File: config.mk
export PLATFORM = sky130hd
export DESIGN_NAME = lzd_out_fifo
export DESIGN_NICKNAME = d
export VERILOG_FILES = /design/src/rtl/lzd_pkg.sv /design/src/rtl/lzd_out_fifo.sv
export SDC_FILE = /design/constraint.sdc
export NUM_CORES = 1
export LEC_CHECK = 0
export BUFFER_PORTS_ARGS = -buffer_cell sky130_fd_sc_hd__buf_2
export CORE_MARGIN = 10
export CORE_UTILIZATION = 30
export CTS_CLUSTER_SIZE = 14
export DETAILED_ROUTE_END_ITERATION = 8
export SYNTH_ARGS = -nofsm -noshare
export SYNTH_HDL_FRONTEND = slang
export SYNTH_SLANG_ARGS = --single-unit
export TNS_END_PERCENT = 5
File: constraint.sdc
create_clock -name aclk -period 3.36 [get_ports aclk]
set_clock_uncertainty 0.05 [all_clocks]
set_input_delay 0.336 -clock aclk [delete_from_list [all_inputs] [get_ports aclk]]
set_output_delay 0.336 -clock aclk [all_outputs]
set_load 0.05 [all_outputs]
File: src/rtl/lzd_pkg.sv
// shared types and constants of the lzss stream decoder
package lzd_pkg;

    localparam int BYTE_W = 8;
    // wide enough for the largest raw match length (63 + 2 + 1 with the default parameters)
    localparam int LEN_SUM_W = 9;

    localparam logic [1:0] PH_FLAG  = 2'd0;
    localparam logic [1:0] PH_TOKEN = 2'd1;
    localparam logic [1:0] PH_HIGH  = 2'd2;

    typedef struct packed {
        logic              last;
        logic [BYTE_W-1:0] data;
    } out_word_t;

endpackage

File: src/rtl/lzd_out_fifo.sv
// two-entry output queue feeding the master side
module lzd_out_fifo
    import lzd_pkg::*;
(
    input  logic      aclk,
    input  logic      aresetn,
    input  logic      push,
    input  out_word_t push_word,
    output logic      m_valid,
    input  logic      m_ready,
    output out_word_t m_word,
    output logic [1:0] count
);

    out_word_t  ent0_reg, ent0_next;
    out_word_t  ent1_reg, ent1_next;
    logic [1:0] cnt_reg, cnt_next;
    logic       pop;

    assign pop = m_valid & m_ready;

    always_comb begin
        ent0_next = ent0_reg;
        ent1_next = ent1_reg;
        cnt_next  = cnt_reg;
        if (pop && push) begin
            if (cnt_reg == 2'd1) begin
                ent0_next = push_word;
            end else begin
                ent0_next = ent1_reg;
                ent1_next = push_word;
            end
        end else if (push) begin
            if (cnt_reg == 2'd0) begin
                ent0_next = push_word;
            end else begin
                ent1_next = push_word;
            end
            cnt_next = cnt_reg + 2'd1;
        end else if (pop) begin
            ent0_next = ent1_reg;
            cnt_next  = cnt_reg - 2'd1;
        end
    end

    always_ff @(posedge aclk) begin
        if (!aresetn) begin
            cnt_reg <= 2'd0;
        end else begin
            cnt_reg <= cnt_next;
        end
        ent0_reg <= ent0_next;
        ent1_reg <= ent1_next;
    end

    assign m_valid = (cnt_reg != 2'd0);
    assign m_word  = ent0_reg;
    assign count   = cnt_reg;

endmodule

==> run summary, run 1 <==
### Run status
- **run status** finished, final reports clean

### Critical path
- **crit path kind** register to register
- **startpoint class of the critical path** register
- **required time of the critical path** 3.37 ns
- **cell with the biggest individual delay on the critical path** sky130_fd_sc_hd__mux2i_4
- **slowest cell delay on critical path** 0.44 ns
- **CP delay by family, top** multiplexers
- **critical path endpoint category** register
- **startpoint of the most critical setup path** count[0]
- **critical path, cell by cell** inv_1 -> ha_1 -> nor2b_1 -> ha_1 -> mux2i_4 -> mux2_2
- **total buffers and inverters traversed by the critical path** 1
- **most numerous cell on the critical path** sky130_fd_sc_hd__ha_1
- **maximum fanout encountered on the critical timing path** 9
- **launch point of the worst reg-to-reg path** count[0]
- **arrival time of the worst setup path** 2.22 ns

### Timing
- **Hold Slack** 0.163 ns
- **final hold vios** 0
- **setup violators final** 0
- **actual transition at the worst max-transition pin** 0.396 ns
- **unrepaired setup endpoints after global routing** false
- **Final Critical Period** 2.22 ns
- **PnR worst setup slack** 1.14 ns
- **number of slew-limit violations in the final report** 0
- **Max-slew headroom** 0.728
- **total negative slack** 0 ns
- **Max Freq** 0.451 GHz
- **Final period util** 0.660

### Global routing
- **Total Routing Usage GR** 0.0603
- **global-route wire length before repair** 2.46 mm
- **number of global-route vias before repair** 509
- **maximum number of pins on one net before global-route repair** 13
- **initial antenna violation count** 0
- **sum of overflow across all layers after global routing** 0

### Placed design
- **I/O Buffers** 24
- **pre-CTS WS** 1.11 ns
- **placer congestion estimate** 0.593
- **Cells after DPL** 101
- **post-detail-place hpwl** 1.16 mm

### Routing
- **number of detailed-routing iterations run before antenna repair** 2
- **routed wirelength normalized by instance count** 14.3 µm
- **wirelength, routed** 1.50 mm
- **antenna-violating nets left** 0
- **Via-to-Cell Ratio** 4.48
- **vias** 470
- **post-detailed-route DRC marker count** 0
- **initial drt markers** 41

### Synth
- **post-synthesis area per instance** 17.9 µm²
- **synthesized netlist net count** 62
- **Netlist cell types** 15
- **portion of the post-synthesis area used by sequential elements** 0.705
- **count of synthesis-stage warnings from yosys** 0
- **cell area after technology mapping** 823 µm²
- **total of flip-flops plus latches after synthesis** 20
- **number of cells produced by synthesis** 46

### Clocking
- **number of buffers inserted for hold repair after clock tree synthesis** 0
- **deepest level of the CTS H-tree** 1
- **clock buffer count from CTS** 3
- **register clock-pin slew on the reported worst setup and hold paths** 0.12 ns
- **TritonCTS clock tree** yes
- **maximum buffer depth of the clock tree** 2
- **root buf cell** sky130_fd_sc_hd__clkbuf_4
- **clock insertion delay at the later pin of the skew report** 0.30 ns
- **cells resized by post-CTS repair** 0
- **CTS sink cnt** 20
- **Setup Fix Bufs, Post-CTS** 0

### Final layout
- **layout overhead on the synthesized area** 26.4%
- **final-stage net count** 92
- **share of layout cells above drive strength 1** 0.520
- **antenna cell count** 0
- **commonest cells after routing, fill and taps aside** sky130_fd_sc_hd__buf_2 (24), sky130_fd_sc_hd__edfxtp_1 (18), sky130_fd_sc_hd__mux2_2 (9)
- **filler-free cell count of the finished design** 105
- **most frequent standard cell in the layout excluding fill and tap cells** sky130_fd_sc_hd__buf_2

### Die
- **std cell rows** 18
- **floorplan die height** 72.4 µm
- **starting utilization of the core area** 0.324
- **Die Footprint** 5240 µm²
- **core footprint** 2540 µm²
- **top-level I/O count** 25
- **Chip Width** 72.4 µm

### Hold path
- **path type of the worst min-delay path** input pin to register
- **Worst Hold Launch** push_word[5]

### Flow run
- **max cap viols** 0

[final cells by class]
| type | count | area (µm²) |
|---|---|---|
| inverters | 3 | 11.3 |
| fillers | 254 | 1500 |
| well taps | 30 | 37.5 |
| clock buffers | 3 | 22.5 |
| repair buffers | 25 | 128 |
| flip-flops and latches | 20 | 581 |
| multi-input cells | 23 | 231 |
| clock inverters | 1 | 30.0 |
[through the flow]
| step | instance area (µm²) | utilization |
|---|---|---|
| 2_1_floorplan | 823 | - |
| 3_3_place_gp | 988 | 0.388 |
| 3_5_place_dp | 988 | 0.388 |
| 4_1_cts | 1040 | 0.409 |
| 5_1_grt | 1040 | 0.409 |
| 6_report | 1040 | 0.409 |
[worst reg2reg max path, stage by stage, from the launching register on]
cell	delay, ns
sky130_fd_sc_hd__dfxtp_1	0.40
sky130_fd_sc_hd__inv_1	0.06
sky130_fd_sc_hd__ha_1	0.23
sky130_fd_sc_hd__nor2b_1	0.16
sky130_fd_sc_hd__ha_1	0.27
sky130_fd_sc_hd__mux2i_4	0.44
sky130_fd_sc_hd__mux2_2	0.38
[cells by family (layout without fill, tap and decap cells)]
| family | count (synthesis) | count (layout) | synth area share |
|---|---|---|---|
| AND/OR/NAND/NOR | 5 | 5 | 0.0365 |
| buffers and inverters | 3 | 32 | 0.0137 |
| XOR/XNOR | 2 | 2 | 0.0213 |
| flip-flops | 20 | 20 | 0.705 |
| AO/OA/AOI/OAI | 2 | 2 | 0.0152 |
| adder cells (fa/ha/maj) | 3 | 3 | 0.0456 |
| multiplexers | 11 | 11 | 0.163 |
[final timing paths]
check	cells after the start	end	slack, ns
worst max register to register	6	m_word[7]	1.14
worst min-delay path	1	ent1_reg[5]	0.16
worst max-delay path	6	m_word[7]	1.14
worst min register to register	1	m_word[3]	0.49
[Yosys cell counts (all sizes together)]
| cell type | instances | share of area |
|---|---|---|
| inv | 3 | 0.014 |
| a21o | 1 | 0.0091 |
| nand3b | 1 | 0.0091 |
| nor2b | 1 | 0.0076 |
| edfxtp | 18 | 0.66 |
| nand2b | 1 | 0.0076 |
| ha | 3 | 0.046 |
| xor2 | 2 | 0.021 |
| o21ai | 1 | 0.0061 |
| mux2i | 2 | 0.040 |
| mux2 | 9 | 0.12 |
| nand2 | 1 | 0.0046 |
| dfxtp | 2 | 0.049 |
| and2 | 1 | 0.0076 |
[metal layers]
layer,part of all wire,GRT usage
met4,0.015,0.0253
met5,0,0
met1,0.47,0.0675
met2,0.42,0.0875
met3,0.10,0.0408
Power of run 1 is left out: the tool's default activity adds up to more than one toggle a clock period on the data nets, which glitch-free logic cannot reach.
==> inputs of run 2 (changes only) <==
Settings changed: ABC_AREA set to 1.
Clock period 3.36 ns to 2.1 ns, I/O delays scaled along.
==> run 2 against run 1 <==
Compared with the run above:
- sequential cell count is the same
- register-to-register slack worse by 0.90 ns
- global-route usage rose by 0.77 points
- synthesized area is 3.2% higher
- sequential share of layout area shrank 1.2 points
- worst setup slack worse by 0.90 ns
- hold slack lost 0.12 ns
- cell area increased by 2.3%
- count of clock-buffer cells in the layout unchanged
- highest routed layer unchanged
==> run summary, run 2 <==
### Critical path
- **launch point of the worst reg-to-reg path** count[0]
- **startpoint class of the critical path** register
- **most numerous cell on the critical path** sky130_fd_sc_hd__ha_1
- **startpoint of the most critical setup path** count[0]
- **critical path endpoint category** register
- **critical path, cell by cell** inv_1 -> ha_1 -> nor2_1 -> ha_1 -> inv_2 -> o21ai_2
- **reg-to-reg setup timing slack** 0.24 ns, -0.90 ns
- **slowest cell delay on critical path** 0.40 ns, -0.04 ns
- **crit path kind** register to register
- **maximum fanout encountered on the critical timing path** 9, unchanged
- **cell with the biggest individual delay on the critical path** sky130_fd_sc_hd__dfxtp_1
- **arrival time of the worst setup path** 1.76 ns, -0.46 ns
- **required time of the critical path** 2.00 ns, -1.37 ns

### Routing
- **antenna-violating nets left** 0, unchanged
- **number of detailed-routing iterations run before antenna repair** 3, +1
- **routed wirelength normalized by instance count** 12.6 µm, -12%
- **initial drt markers** 43, +4.9%
- **Via-to-Cell Ratio** 4.50, +0.62%
- **vias** 599, +27%
- **wirelength, routed** 1.67 mm, +12%
- **post-detailed-route DRC marker count** 0, unchanged

### Die
- **Die Footprint** 5360 µm², +2.3%
- **core footprint** 2730 µm², +7.4%
- **floorplan die height** 73.2 µm, +1.1%
- **top-level I/O count** 25, unchanged
- **Chip Width** 73.2 µm, +1.1%
- **std cell rows** 19, +1
- **starting utilization of the core area** 0.311, -0.0127

### Clocking
- **register clock-pin slew on the reported worst setup and hold paths** 0.12 ns, about the same
- **clock buffer count from CTS** 3, unchanged
- **clock insertion delay at the later pin of the skew report** 0.29 ns, about the same
- **TritonCTS clock tree** yes
- **root buf cell** sky130_fd_sc_hd__clkbuf_4
- **CTS sink cnt** 20, unchanged
- **number of buffers inserted for hold repair after clock tree synthesis** 0, unchanged
- **maximum buffer depth of the clock tree** 2, unchanged
- **deepest level of the CTS H-tree** 1, unchanged
- **cells resized by post-CTS repair** 0, unchanged
- **Setup Fix Bufs, Post-CTS** 0, unchanged

### Placed design
- **Cells after DPL** 129, +28%
- **placer congestion estimate** 0.755, +27%
- **I/O Buffers** 24, unchanged
- **pre-CTS WS** 0.231 ns, -0.882 ns

### Timing
- **actual transition at the worst max-transition pin** 0.879 ns, +0.483 ns
- **final hold vios** 0, unchanged
- **PnR worst setup slack** 0.244 ns, -0.900 ns
- **setup violators final** 0, unchanged
- **Max Freq** 0.539 GHz, +19%
- **number of slew-limit violations in the final report** 0, unchanged
- **unrepaired setup endpoints after global routing** false
- **Final Critical Period** 1.86 ns, -0.360 ns
- **Max-slew headroom** 0.413, -0.316
- **total negative slack** 0 ns, unchanged
- **Final period util** 0.884, +0.224

### Final layout
- **share of layout cells above drive strength 1** 0.324, -0.196
- **final-stage net count** 119, +29%
- **most frequent standard cell in the layout excluding fill and tap cells** sky130_fd_sc_hd__buf_2
- **filler-free cell count of the finished design** 133, +27%
- **commonest cells after routing, fill and taps aside** sky130_fd_sc_hd__buf_2 (24), sky130_fd_sc_hd__nand2_1 (23), sky130_fd_sc_hd__edfxtp_1 (18)
- **layout overhead on the synthesized area** 25.3%
- **antenna cell count** 0, unchanged

### Global routing
- **maximum number of pins on one net before global-route repair** 13, unchanged
- **initial antenna violation count** 0, unchanged
- **number of global-route vias before repair** 633, +24%
- **sum of overflow across all layers after global routing** 0, unchanged
- **Total Routing Usage GR** 0.0680, +0.00768
- **global-route wire length before repair** 2.82 mm, +15%

### Synth
- **post-synthesis area per instance** 11.5 µm², -36%
- **total of flip-flops plus latches after synthesis** 20, unchanged
- **count of synthesis-stage warnings from yosys** 0, unchanged
- **cell types with the highest counts after synthesis** sky130_fd_sc_hd__nand2_1 (23), sky130_fd_sc_hd__edfxtp_1 (18), sky130_fd_sc_hd__nand3_1 (11)
- **number of cells produced by synthesis** 74, +61%
- **Netlist cell types** 13, -2
- **Yosys top cell area share** 0.636, -0.0203
- **primary flip-flop cell chosen by synthesis mapping** sky130_fd_sc_hd__edfxtp_1
- **leading cell type by number of instances after synthesis** sky130_fd_sc_hd__nand2_1
- **synthesized netlist net count** 90, +45%
- **biggest area contributors in the synthesized netlist** sky130_fd_sc_hd__edfxtp_1 (64%), sky130_fd_sc_hd__nand2_1 (10%), sky130_fd_sc_hd__nand3_1 (6.5%)
- **fraction of registers with async set/reset** 0, unchanged
- **number of enable flip-flop cells after synthesis** 18, unchanged
- **portion of the post-synthesis area used by sequential elements** 0.683, -0.0218
- **cell area after technology mapping** 850 µm², +3.2%
- **cell taking the most area after synthesis** sky130_fd_sc_hd__edfxtp_1

### Power and ir drop
- **power per standard cell area** 1170 nW/µm²
- **leakage component of the power** 0.491 nW
- **Worst VDD drop** 611 µV

### Hold path
- **path type of the worst min-delay path** input pin to register
- **Worst Hold Launch** push_word[0]

### Flow run
- **max cap viols** 0, unchanged

### Run status
- **run status** finished, final reports clean

-- run 2: changes by cell type after synthesis, sizes merged, moves of 2 or more --
cell	previous run	this run
nor2	0	3
inv	3	8
mux2i	2	0
nand2	1	26
mux2	9	0
nand3	0	11
xor2	2	0
-- run 2: final cells by class --
type                    instances  area [µm²]
inverters                       8        30.0
fillers                       270        1670
repair buffers                 24         120
multi-input cells              46         243
well taps                      31        38.8
flip-flops and latches         20         581
clock buffers                   3        22.5
clock inverters                 1        30.0
-- run 2: metal layers --
| metal | share of wire | GRT usage |
|---|---|---|
| met1 | 0.40 | 0.0681 |
| met2 | 0.48 | 0.110 |
| met3 | 0.11 | 0.0408 |
| met4 | 0.014 | 0.0316 |
| met5 | 0 | 0 |
-- run 2: cell families (layout without fill, tap and decap cells) --
logic type	count (synthesis)	count (layout)	synth area share
and+or+nand+nor	40	40	0.214
DFF	20	20	0.683
buffers and inverters	8	36	0.0353
adders and majority gates	3	3	0.0442
AOI/OAI and AO/OA	3	3	0.0236
-- run 2: stage by stage --
| step | utilization | hold WS, ns | instance area (µm²) | total power [mW] |
|---|---|---|---|---|
| detailed placement | 0.370 | 0.359 | 1010 | 0.956 |
| global route | 0.389 | 0.0277 | 1060 | 1.32 |
| floorplan | - | 0.259 | 853 | 0.860 |
| global placement | 0.370 | 0.354 | 1010 | 0.946 |
| finish | 0.389 | 0.0417 | 1060 | 1.25 |
| CTS | 0.389 | 0.0317 | 1060 | 1.27 |
-- run 2: worst max-delay path, delay by kind of cell, from the launching register on --
| kind | cells | cell delay, ns |
|---|---|---|
| simple gates | 1 | 0.13 |
| buf+inv | 2 | 0.13 |
| fa+ha+maj | 2 | 0.42 |
| flops | 1 | 0.40 |
| compound gates | 1 | 0.38 |
-- run 2: path summary, 6_finish.rpt --
kind	endpoint	depth (start not counted)
max	ent1_reg[4]	6
min	ent1_reg[0]	1
max reg2reg	ent1_reg[4]	6
min reg2reg	count[0]	2
-- run 2: report_power, final --
part | total [mW] | switching [mW] | internal (mW)
Clock | 0.310 | 0.117 | 0.193
Sequential | 0.548 | 0.0198 | 0.528
Combinational | 0.391 | 0.302 | 0.0885
Power figures use the tool's default switching activity.
